### config.mk
export PLATFORM = sky130hd
export DESIGN_NAME = sliding_window_statistics
export DESIGN_NICKNAME = d
export VERILOG_FILES = /design/src/rtl/swstat_pkg.sv /design/src/rtl/swstat_dp.sv /design/src/rtl/swstat_ctrl.sv /design/src/rtl/sliding_window_statistics.sv
export SDC_FILE = /design/constraint.sdc
export NUM_CORES = 2
export LEC_CHECK = 0
export ABC_CLOCK_PERIOD_IN_PS = 8730
export BUFFER_PORTS_ARGS = -buffer_cell sky130_fd_sc_hd__buf_2
export CAP_MARGIN = 20
export CORE_ASPECT_RATIO = 0.7
export CORE_MARGIN = 2
export CORE_UTILIZATION = 41
export DETAILED_ROUTE_END_ITERATION = 10
export PLACE_DENSITY_LB_ADDON = 0.12
export SETUP_SLACK_MARGIN = 0.1
export SLEW_MARGIN = 20
export SYNTH_ARGS = -nofsm -noshare
export SYNTH_HDL_FRONTEND = slang
export SYNTH_SLANG_ARGS = --single-unit
### constraint.sdc
create_clock -name i_clk -period 8.73 [get_ports i_clk]
set_input_delay 0 -clock i_clk [delete_from_list [all_inputs] [get_ports i_clk]]
set_output_delay 0 -clock i_clk [all_outputs]
set_load 0.1 [all_outputs]
### src/rtl/swstat_pkg.sv
// Shared widths, controller commands and datapath status for the window statistics block.
package swstat_pkg;

    // Window depth and derived counter widths
    localparam int WINDOW   = 10;
    localparam int CNT_W    = $clog2(WINDOW + 1);
    localparam int SLOT_W   = $clog2(WINDOW);

    // Field widths
    localparam int SAMPLE_W = 15;
    localparam int TD_W     = 31;
    localparam int MEAN_W   = 23;
    localparam int VAR_W    = 36;
    localparam int DEV_W    = 22;
    localparam int DIFF_W   = 16;

    // Running sums and the variance numerator
    localparam int SUM_W    = SAMPLE_W + CNT_W;
    localparam int SQ_W     = 2 * SAMPLE_W + CNT_W;
    localparam int NUM_W    = SQ_W + CNT_W;

    // Radix-16 divider: four quotient bits per cycle
    localparam int DIV_DIG  = 4;
    localparam int DIV_W    = 2 * CNT_W;
    localparam int MEAN_IT  = (SUM_W + 8 + DIV_DIG - 1) / DIV_DIG;
    localparam int VAR_IT   = (NUM_W + 16 + DIV_DIG - 1) / DIV_DIG;
    localparam int MEAN_DW  = MEAN_IT * DIV_DIG;
    localparam int DVD_W    = VAR_IT * DIV_DIG;

    // Square root: one result bit per cycle
    localparam int SQRT_IT  = DEV_W;
    localparam int SQIN_W   = 2 * DEV_W;
    localparam int SREM_W   = DEV_W + 2;

    localparam int ITER_W   = $clog2(MEAN_IT + VAR_IT + SQRT_IT);

    // Commands from the controller to the datapath
    typedef struct packed {
        logic capture;
        logic square;
        logic update;
        logic product;
        logic numer;
        logic div_mean;
        logic div_var;
        logic div_step;
        logic mean_take;
        logic sqrt_load;
        logic sqrt_step;
        logic out_load;
    } t_cmd;

    // Status from the datapath to the controller
    typedef struct packed {
        logic item_bad;
    } t_stat;

endpackage

### src/rtl/swstat_dp.sv
// Datapath: window store, running sums, divider, square root and result registers.
module swstat_dp
    import swstat_pkg::*;
(
    input  logic                     i_clk,
    input  logic                     i_rst_n,
    input  t_cmd                     i_cmd,
    output t_stat                    o_stat,
    input  logic signed [15:0]       i_sample,
    input  logic signed [31:0]       i_elapsed,
    output logic                     o_valid_res,
    output logic [TD_W-1:0]          o_elapsed_out,
    output logic [SAMPLE_W-1:0]      o_sample_out,
    output logic [MEAN_W-1:0]        o_mean_q8,
    output logic [VAR_W-1:0]         o_variance_q8,
    output logic [DEV_W-1:0]         o_deviation_q8,
    output logic signed [DIFF_W-1:0] o_difference
);

    // Window store
    logic [SAMPLE_W-1:0]  r_store [WINDOW];

    // State with a reset value
    logic [CNT_W-1:0]     r_cnt;
    logic [SLOT_W-1:0]    r_slot;
    logic [SUM_W-1:0]     r_sum;
    logic [SQ_W-1:0]      r_sq;
    logic [SAMPLE_W-1:0]  r_prev;

    // Working registers
    logic                 r_bad;
    logic [SAMPLE_W-1:0]  r_s;
    logic [TD_W-1:0]      r_td;
    logic [SAMPLE_W-1:0]  r_old;
    logic [2*SAMPLE_W-1:0] r_s2;
    logic [2*SAMPLE_W-1:0] r_o2;
    logic [DIFF_W-1:0]    r_diff;
    logic [NUM_W-1:0]     r_nq;
    logic [NUM_W-1:0]     r_ss;
    logic [DIV_W-1:0]     r_nn;
    logic [NUM_W-1:0]     r_num;
    logic [DVD_W-1:0]     r_q;
    logic [DIV_W-1:0]     r_rem;
    logic [DIV_W-1:0]     r_dsr;
    logic [MEAN_W-1:0]    r_mean;
    logic [VAR_W-1:0]     r_var;
    logic [SQIN_W-1:0]    r_x;
    logic [SREM_W-1:0]    r_srem;
    logic [DEV_W-1:0]     r_root;

    // Result registers
    logic                 r_o_valid_res;
    logic [TD_W-1:0]      r_o_td;
    logic [SAMPLE_W-1:0]  r_o_s;
    logic [MEAN_W-1:0]    r_o_mean;
    logic [VAR_W-1:0]     r_o_var;
    logic [DEV_W-1:0]     r_o_dev;
    logic [DIFF_W-1:0]    r_o_diff;

    logic                 full;
    logic [SLOT_W-1:0]    n_slot;
    logic [SUM_W-1:0]     n_sum;
    logic [SQ_W-1:0]      n_sq;
    logic [DVD_W-1:0]     n_q;
    logic [DIV_W-1:0]     n_rem;
    logic [SREM_W-1:0]    n_srem;
    logic [DEV_W-1:0]     n_root;

    assign o_stat.item_bad = i_sample[15] | i_elapsed[31];
    assign full            = (r_cnt == CNT_W'(WINDOW));

    // Next sums and slot for the push
    always_comb begin
        n_slot = (r_slot == SLOT_W'(WINDOW - 1)) ? '0 : r_slot + 1'b1;
        if (full) begin
            n_sum = r_sum - SUM_W'(r_old) + SUM_W'(r_s);
            n_sq  = r_sq - SQ_W'(r_o2) + SQ_W'(r_s2);
        end else begin
            n_sum = r_sum + SUM_W'(r_s);
            n_sq  = r_sq + SQ_W'(r_s2);
        end
    end

    // Four restoring division steps per cycle
    always_comb begin
        logic [DIV_W:0]   t;
        logic [DIV_W-1:0] rem_v;
        logic [DVD_W-1:0] q_v;
        rem_v = r_rem;
        q_v   = r_q;
        for (int k = 0; k < DIV_DIG; k++) begin
            t   = {rem_v, q_v[DVD_W-1]};
            q_v = {q_v[DVD_W-2:0], 1'b0};
            if (t >= {1'b0, r_dsr}) begin
                t      = t - {1'b0, r_dsr};
                q_v[0] = 1'b1;
            end
            rem_v = t[DIV_W-1:0];
        end
        n_q   = q_v;
        n_rem = rem_v;
    end

    // One square root step: bring down two bits, try root*4+1
    always_comb begin
        logic [SREM_W+1:0] sh;
        logic [SREM_W+1:0] trial;
        sh    = {r_srem, r_x[SQIN_W-1 -: 2]};
        trial = (SREM_W + 2)'({r_root, 2'b01});
        if (sh >= trial) begin
            sh     = sh - trial;
            n_root = {r_root[DEV_W-2:0], 1'b1};
        end else begin
            n_root = {r_root[DEV_W-2:0], 1'b0};
        end
        n_srem = sh[SREM_W-1:0];
    end

    // Window state: cleared at reset, advanced on each pushed beat
    always_ff @(posedge i_clk) begin
        if (!i_rst_n) begin
            r_cnt  <= '0;
            r_slot <= '0;
            r_sum  <= '0;
            r_sq   <= '0;
            r_prev <= '0;
        end else if (i_cmd.update) begin
            if (!full) begin
                r_cnt <= r_cnt + 1'b1;
            end
            r_slot <= n_slot;
            r_sum  <= n_sum;
            r_sq   <= n_sq;
            r_prev <= r_s;
        end
    end

    // Window store write and registered read of the oldest entry
    always_ff @(posedge i_clk) begin
        if (i_cmd.update) begin
            r_store[r_slot] <= r_s;
        end
        if (i_cmd.capture) begin
            r_old <= r_store[r_slot];
        end
    end

    // Payload pipeline of one item
    always_ff @(posedge i_clk) begin
        if (i_cmd.capture) begin
            r_bad <= o_stat.item_bad;
            r_s   <= i_sample[SAMPLE_W-1:0];
            r_td  <= i_elapsed[TD_W-1:0];
        end
        if (i_cmd.square) begin
            r_s2 <= (2*SAMPLE_W)'(r_s) * (2*SAMPLE_W)'(r_s);
            r_o2 <= (2*SAMPLE_W)'(r_old) * (2*SAMPLE_W)'(r_old);
        end
        if (i_cmd.update) begin
            r_diff <= (r_cnt != '0) ? ({1'b0, r_s} - {1'b0, r_prev}) : '0;
        end
        if (i_cmd.product) begin
            r_nq <= NUM_W'(r_cnt) * NUM_W'(r_sq);
            r_ss <= NUM_W'(r_sum) * NUM_W'(r_sum);
            r_nn <= DIV_W'(r_cnt) * DIV_W'(r_cnt);
        end
        if (i_cmd.numer) begin
            r_num <= r_nq - r_ss;
        end
        // Divider: load mean or variance operands, else step
        if (i_cmd.div_mean) begin
            r_q   <= {MEAN_DW'({r_sum, 8'b0}), (DVD_W - MEAN_DW)'(0)};
            r_rem <= '0;
            r_dsr <= DIV_W'(r_cnt);
        end else if (i_cmd.div_var) begin
            r_q   <= DVD_W'({r_num, 16'b0});
            r_rem <= '0;
            r_dsr <= r_nn;
        end else if (i_cmd.div_step) begin
            r_q   <= n_q;
            r_rem <= n_rem;
        end
        if (i_cmd.mean_take) begin
            r_mean <= r_q[MEAN_W-1:0];
        end
        // Square root: load the scaled quotient, else step
        if (i_cmd.sqrt_load) begin
            r_var  <= r_q[8 +: VAR_W];
            r_x    <= r_q[SQIN_W-1:0];
            r_srem <= '0;
            r_root <= '0;
        end else if (i_cmd.sqrt_step) begin
            r_x    <= {r_x[SQIN_W-3:0], 2'b00};
            r_srem <= n_srem;
            r_root <= n_root;
        end
        // Result registers, zero for a rejected beat
        if (i_cmd.out_load) begin
            if (r_bad) begin
                r_o_valid_res <= 1'b0;
                r_o_td        <= '0;
                r_o_s         <= '0;
                r_o_mean      <= '0;
                r_o_var       <= '0;
                r_o_dev       <= '0;
                r_o_diff      <= '0;
            end else begin
                r_o_valid_res <= 1'b1;
                r_o_td        <= r_td;
                r_o_s         <= r_s;
                r_o_mean      <= r_mean;
                r_o_var       <= r_var;
                r_o_dev       <= r_root;
                r_o_diff      <= r_diff;
            end
        end
    end

    assign o_valid_res      = r_o_valid_res;
    assign o_elapsed_out    = r_o_td;
    assign o_sample_out     = r_o_s;
    assign o_mean_q8        = r_o_mean;
    assign o_variance_q8    = r_o_var;
    assign o_deviation_q8   = r_o_dev;
    assign o_difference     = r_o_diff;

endmodule

### src/rtl/swstat_ctrl.sv
// Controller: sequences capture, update, products, divisions, square root and result hand-off.
module swstat_ctrl
    import swstat_pkg::*;
(
    input  logic  i_clk,
    input  logic  i_rst_n,
    input  logic  i_in_valid,
    output logic  o_in_ready,
    output logic  o_out_valid,
    input  logic  i_out_ready,
    input  t_stat i_stat,
    output t_cmd  o_cmd
);

    typedef enum logic [3:0] {
        S_IDLE,
        S_MUL1,
        S_UPD,
        S_MUL2,
        S_NUM,
        S_DIVM,
        S_VLOAD,
        S_DIVV,
        S_SLOAD,
        S_SQRT,
        S_OUT
    } t_state;

    t_state            r_state;
    t_state            n_state;
    logic [ITER_W-1:0] r_iter;
    logic [ITER_W-1:0] n_iter;
    logic              r_out_valid;
    logic              n_out_valid;
    logic              in_beat;
    logic              out_free;

    assign o_in_ready  = (r_state == S_IDLE);
    assign o_out_valid = r_out_valid;
    assign in_beat     = i_in_valid && o_in_ready;
    assign out_free    = !r_out_valid || i_out_ready;

    // Decode state into datapath commands and next state
    always_comb begin
        o_cmd       = '0;
        n_state     = r_state;
        n_iter      = r_iter;
        n_out_valid = r_out_valid && !i_out_ready;
        unique case (r_state)
            S_IDLE: begin
                if (in_beat) begin
                    o_cmd.capture = 1'b1;
                    n_state       = i_stat.item_bad ? S_OUT : S_MUL1;
                end
            end
            S_MUL1: begin
                o_cmd.square = 1'b1;
                n_state      = S_UPD;
            end
            S_UPD: begin
                o_cmd.update = 1'b1;
                n_state      = S_MUL2;
            end
            S_MUL2: begin
                o_cmd.product = 1'b1;
                n_state       = S_NUM;
            end
            S_NUM: begin
                o_cmd.numer    = 1'b1;
                o_cmd.div_mean = 1'b1;
                n_iter         = '0;
                n_state        = S_DIVM;
            end
            S_DIVM: begin
                o_cmd.div_step = 1'b1;
                n_iter         = r_iter + 1'b1;
                if (r_iter == ITER_W'(MEAN_IT - 1)) begin
                    n_state = S_VLOAD;
                end
            end
            S_VLOAD: begin
                o_cmd.mean_take = 1'b1;
                o_cmd.div_var   = 1'b1;
                n_iter          = '0;
                n_state         = S_DIVV;
            end
            S_DIVV: begin
                o_cmd.div_step = 1'b1;
                n_iter         = r_iter + 1'b1;
                if (r_iter == ITER_W'(VAR_IT - 1)) begin
                    n_state = S_SLOAD;
                end
            end
            S_SLOAD: begin
                o_cmd.sqrt_load = 1'b1;
                n_iter          = '0;
                n_state         = S_SQRT;
            end
            S_SQRT: begin
                o_cmd.sqrt_step = 1'b1;
                n_iter          = r_iter + 1'b1;
                if (r_iter == ITER_W'(SQRT_IT - 1)) begin
                    n_state = S_OUT;
                end
            end
            S_OUT: begin
                // Hold until the result register is free
                if (out_free) begin
                    o_cmd.out_load = 1'b1;
                    n_out_valid    = 1'b1;
                    n_state        = S_IDLE;
                end
            end
            default: begin
                n_state = S_IDLE;
            end
        endcase
    end

    // Hold state, iteration count and result valid
    always_ff @(posedge i_clk) begin
        if (!i_rst_n) begin
            r_state     <= S_IDLE;
            r_iter      <= '0;
            r_out_valid <= 1'b0;
        end else begin
            r_state     <= n_state;
            r_iter      <= n_iter;
            r_out_valid <= n_out_valid;
        end
    end

endmodule

### src/rtl/sliding_window_statistics.sv
// Sliding window statistics: top level joining controller and datapath.
//
// Input channel i_in_valid / o_in_ready carries one beat of i_sample and
// i_elapsed. Output channel o_out_valid / i_out_ready carries one result
// beat per input beat, in order.
// A beat with a negative sample or time delta is rejected: its result has
// o_valid_res low and all other fields zero, and the window is untouched.
// An accepted beat is pushed into the window (oldest sample dropped once
// full) and gives mean, variance, deviation and difference over the held
// samples, with the sample and time delta passed through.
// An accepted beat runs through square, update, products, numerator,
// radix-16 mean division, variance load, variance division, square root
// load, bit-serial square root and result load; a rejected beat goes
// straight to the result load. One beat is in work at a time, so the next
// input beat is taken only once the last one reaches the result register;
// the shared divider and the bit-serial square root set this pace.
// The result sits in an output register: the next input beat is taken while
// it waits, and a stalled receiver holds the next finished beat in its last
// step until the register is free.
// Reset (synchronous, active low) empties the window and clears the sums;
// no result is pending afterward.
module sliding_window_statistics
    import swstat_pkg::*;
(
    input  logic                     i_clk,
    input  logic                     i_rst_n,
    input  logic                     i_in_valid,
    output logic                     o_in_ready,
    input  logic signed [15:0]       i_sample,
    input  logic signed [31:0]       i_elapsed,
    output logic                     o_out_valid,
    input  logic                     i_out_ready,
    output logic                     o_valid_res,
    output logic [TD_W-1:0]          o_elapsed_out,
    output logic [SAMPLE_W-1:0]      o_sample_out,
    output logic [MEAN_W-1:0]        o_mean_q8,
    output logic [VAR_W-1:0]         o_variance_q8,
    output logic [DEV_W-1:0]         o_deviation_q8,
    output logic signed [DIFF_W-1:0] o_difference
);

    t_cmd  cmd;
    t_stat stat;

    swstat_ctrl u_ctrl (
        .i_clk       (i_clk),
        .i_rst_n     (i_rst_n),
        .i_in_valid  (i_in_valid),
        .o_in_ready  (o_in_ready),
        .o_out_valid (o_out_valid),
        .i_out_ready (i_out_ready),
        .i_stat      (stat),
        .o_cmd       (cmd)
    );

    swstat_dp u_dp (
        .i_clk            (i_clk),
        .i_rst_n          (i_rst_n),
        .i_cmd            (cmd),
        .o_stat           (stat),
        .i_sample         (i_sample),
        .i_elapsed        (i_elapsed),
        .o_valid_res      (o_valid_res),
        .o_elapsed_out    (o_elapsed_out),
        .o_sample_out     (o_sample_out),
        .o_mean_q8        (o_mean_q8),
        .o_variance_q8    (o_variance_q8),
        .o_deviation_q8   (o_deviation_q8),
        .o_difference     (o_difference)
    );

`ifndef SYNTHESIS
    // A rejected beat carries only zeros
    a_bad_zero: assert property (@(posedge i_clk) disable iff (!i_rst_n)
        (o_out_valid && !o_valid_res) |->
            (o_elapsed_out == '0 && o_sample_out == '0 && o_mean_q8 == '0 &&
             o_variance_q8 == '0 && o_deviation_q8 == '0 && o_difference == '0))
        else $error("rejected beat with nonzero fields");

    // Deviation squared never exceeds the scaled variance
    a_dev_bound: assert property (@(posedge i_clk) disable iff (!i_rst_n)
        (o_out_valid && o_valid_res) |->
            ((SQIN_W'(o_deviation_q8) * SQIN_W'(o_deviation_q8)) <=
             {o_variance_q8, 8'hff}))
        else $error("deviation exceeds square root of variance");

    // Input is closed right after a beat is taken
    a_one_in_work: assert property (@(posedge i_clk) disable iff (!i_rst_n)
        (i_in_valid && o_in_ready) |=> !o_in_ready)
        else $error("second input beat taken while busy");
`endif

endmodule

==> impl_results.md <==
- Result of the run: completed
- Worst Path Arrival: 8.56 ns
- Fill count: 15.2k
- Cell type with the largest total area after synthesis: sky130_fd_sc_hd__edfxtp_1
- Largest net degree at the start of global routing: 133
- Count of pins over their slew limit: 0
- Combined buffer and inverter count along the critical path: 5
- Most area-consuming cells after synthesis: sky130_fd_sc_hd__edfxtp_1, sky130_fd_sc_hd__fa_1, sky130_fd_sc_hd__ha_1, sky130_fd_sc_hd__inv_1, sky130_fd_sc_hd__dfxtp_1
- Initial core utilization: 41.5%
- #FFs+latches synth: 858
- CP max-delay cell: sky130_fd_sc_hd__edfxtp_1
- Max-cap check violation count: 0
- Final period util: 91.2%
- Post-synthesis instance total: 6412
- Summed instance area of the synthesized netlist: 0.0669 mm2
- Maximum fanout count along the critical path: 10
- Final standard cell utilization of the core: 46.6%
- Residual DRC: 0
- Most common flop cell mapped by yosys: sky130_fd_sc_hd__edfxtp_1
- DP Wirelength: 136000 um
- Placeable core region: 0.161 mm2
- Post-DRT Antenna Nets: 0
- Bufs on Longest Clock Path: 3
- GRT overflow: 0
- Post-layout min period: 7.96 ns
- Deepest level of the CTS H-tree: 3
- Clock latency at the later pin of the worst-skew pair: 0.75 ns
- Share of Yosys cell area claimed by the top area cell type: 30.4%
- Vias in the first global route: 46.2k
- Global-route wire length before repair: 281000 um
- I/O pins: 198
- CP peak stage delay: 0.41 ns
- Full die area: 0.166 mm2
- Placement Rows: 123
- Initial antenna violation count: 7
- Area taken by flip-flops and latches: 0.0240 mm2
- Ratio of routed vias to standard cells: 5.15
- Depth of the critical timing path with buffers and inverters included: 39
- Startpoint kind of the worst setup timing path: flip-flop
- Final setup vio count: 0
- Routed wirelength normalized by instance count: 19.9 um
- Count of final hold-check violations: 0
- Dominant cell type by count on the critical path: sky130_fd_sc_hd__a21o_1
- Chip height: 342 um
- Async set or reset register ratio after synthesis: 0%
- Clock transition at the registers of the reported paths: 0.06 ns
- First-pass DRT Iterations: 6
- Initial DRC Count: 3612
- Buffer cell driving the clock tree root: sky130_fd_sc_hd__clkbuf_16
- Post-synthesis average cell area: 10.4 um2
- WS Path Type: reg2reg
- Routability Congestion: 0.873
- Die outline width: 487 um
- Number of nets in the layout: 7991
- Largest clock skew in the final design: 0.0536 ns
- Wire length reported by the detailed router: 178000 um
- Class of the most critical hold timing path: in2reg
- Cell types with the highest counts after synthesis: sky130_fd_sc_hd__inv_1, sky130_fd_sc_hd__edfxtp_1, sky130_fd_sc_hd__fa_1
- Sequential share of the synthesized area: 35.8%
- Multi-input gate area: 0.0383 mm2
- Top Family by Delay on Critical Path: compound AO/OA/AOI/OAI gates
- Yosys warning count: 0
- Clock buffers created by TritonCTS: 94
- Sink Count: 858
- Hold path depth: 4
- Setup total negative slack: 0 ns
- Share of cells above drive strength 1: 9.37%
- CP Data Required Time: 9.33 ns
- Slew margin rel.: 22.1%
- Total routing usage reported by global routing: 21.9%
- Slew @ Worst Pin: 1.15 ns
- Most frequent cell after synthesis: sky130_fd_sc_hd__inv_1
- Number of synthesized flops with an enable pin: 676
- Upper clock frequency limit: 126 MHz
- Clock tree from TritonCTS: done
- Element type at the critical path end: flip-flop
- Unrepaired setup endpoints after global routing: no
- Worst reg2reg path depth: 39
- Total of buffers placed on input and output ports: 197
- Via count: 46.1k
- Number of unique standard cell types used by synthesis: 79
- Area growth syn-to-layout: 12.4%
- Syn nets: 7666
## timing repair
item                                   4_1_cts  5_1_grt
setup endpoints to repair                    0        9
hold buffers                                97        0
gates resized for setup                      0       16
endpoints found under the hold margin       87        0
buffers inserted                             0        1
## routing by layer
| metal | up-vias | routed length [um] | GRT usage, % |
|---|---|---|---|
| met1 | 22800 | 93200 | 35.1 |
| met2 | 1062 | 71900 | 31.0 |
| met4 | 0 | 2380 | 3.49 |
| met3 | 143 | 10800 | 4.03 |
| met5 | - | 0 | 0 |
| li1 | 22000 | - | - |
## sequential cells by signal, indices dropped and copies added, names as in the netlist, 31 cells and up
| signal | flops |
|---|---|
| u_dp.r_nq | 38 |
| u_dp.r_var | 36 |
| u_dp.r_store | 150 |
| u_dp.r_sq | 34 |
| u_dp.r_q | 56 |
| u_dp.o_variance_q8 | 36 |
| u_dp.r_ss | 37 |
| u_dp.r_td | 31 |
| u_dp.r_num | 38 |
| u_dp.r_x | 44 |
| u_dp.o_elapsed_out | 31 |
## worst reg2reg max path, delay by kind of cell, from the launching register on
kind / cells / cell delay, ns
and+or+nand+nor: 3 / 0.46
AOI/OAI and AO/OA: 24 / 4.07
adders and majority gates: 4 / 1.15
DFF: 1 / 0.41
buffers and inverters: 5 / 0.69
muxes: 3 / 1.02
## layout by cell type, fill, tap and decap left out, types with 139 or more instances in the layout
cell type,Yosys,final
sky130_fd_sc_hd__buf_2,3,197
sky130_fd_sc_hd__a21oi_1,337,333
sky130_fd_sc_hd__ha_1,565,565
sky130_fd_sc_hd__o21ai_0,225,221
sky130_fd_sc_hd__xnor2_1,201,201
sky130_fd_sc_hd__nor2b_1,165,163
sky130_fd_sc_hd__nand2_1,482,480
sky130_fd_sc_hd__edfxtp_1,676,676
sky130_fd_sc_hd__buf_4,0,139
sky130_fd_sc_hd__fa_1,637,637
sky130_fd_sc_hd__inv_1,1049,1046
sky130_fd_sc_hd__dfxtp_1,182,179
sky130_fd_sc_hd__nor2_1,558,551
## area by class of cell
type | count | share of cell area (%)
timing repair buffer | 436 | 4.07
sequential | 858 | 31.9
multi-input combinational | 4286 | 51.0
inverter | 1061 | 5.30
tap | 2125 | 3.54
antenna | 3 | 0.00999
clock buffer | 124 | 3.43
clock inverter | 52 | 0.794
## path summary, 6_finish.rpt
| kind | startpoint | end | slack [ns] |
|---|---|---|---|
| max | u_dp.r_dsr[1] | u_dp.r_rem[0] | 0.77 |
| min | i_elapsed[31] | u_dp.r_bad | 0.22 |
| max reg2reg | u_dp.r_dsr[1] | u_dp.r_rem[0] | 0.77 |
| min reg2reg | u_dp.r_root[10] | u_dp.r_root[11] | 0.45 |
## stage by stage
| stage | setup slack [ns] | instance area (um2) | cells | hold WS, ns |
|---|---|---|---|---|
| finish | 0.771 | 75200 | 8945 | 0.219 |
| global route | 0.111 | 75100 | 8942 | 0.213 |
| CTS | 0.268 | 75100 | 8939 | 0.162 |
| detailed placement | 0.375 | 70900 | 8666 | 0.178 |
| global placement | 0.375 | 70900 | 8666 | 0.176 |
| floorplan | 0.161 | 66900 | 6412 | 0.0989 |
## logic make-up (layout without fill, tap and decap cells)
kind of cell / count (synthesis) / count (layout) / share of synthesized area (%)
AO/OA/AOI/OAI: 1058 / 1058 / 10.0
multiplexers: 139 / 139 / 2.75
other: 0 / 3 / 0
AND/OR/NAND/NOR: 1586 / 1586 / 10.7
flip-flops: 858 / 858 / 35.8
buffers and inverters: 1268 / 1673 / 7.12
XOR/XNOR: 301 / 301 / 3.94
adder cells (fa/ha/maj): 1202 / 1202 / 29.6
Power is not shown: default switching activity piles up to over one toggle a cycle in this logic, so the estimate is an artifact.
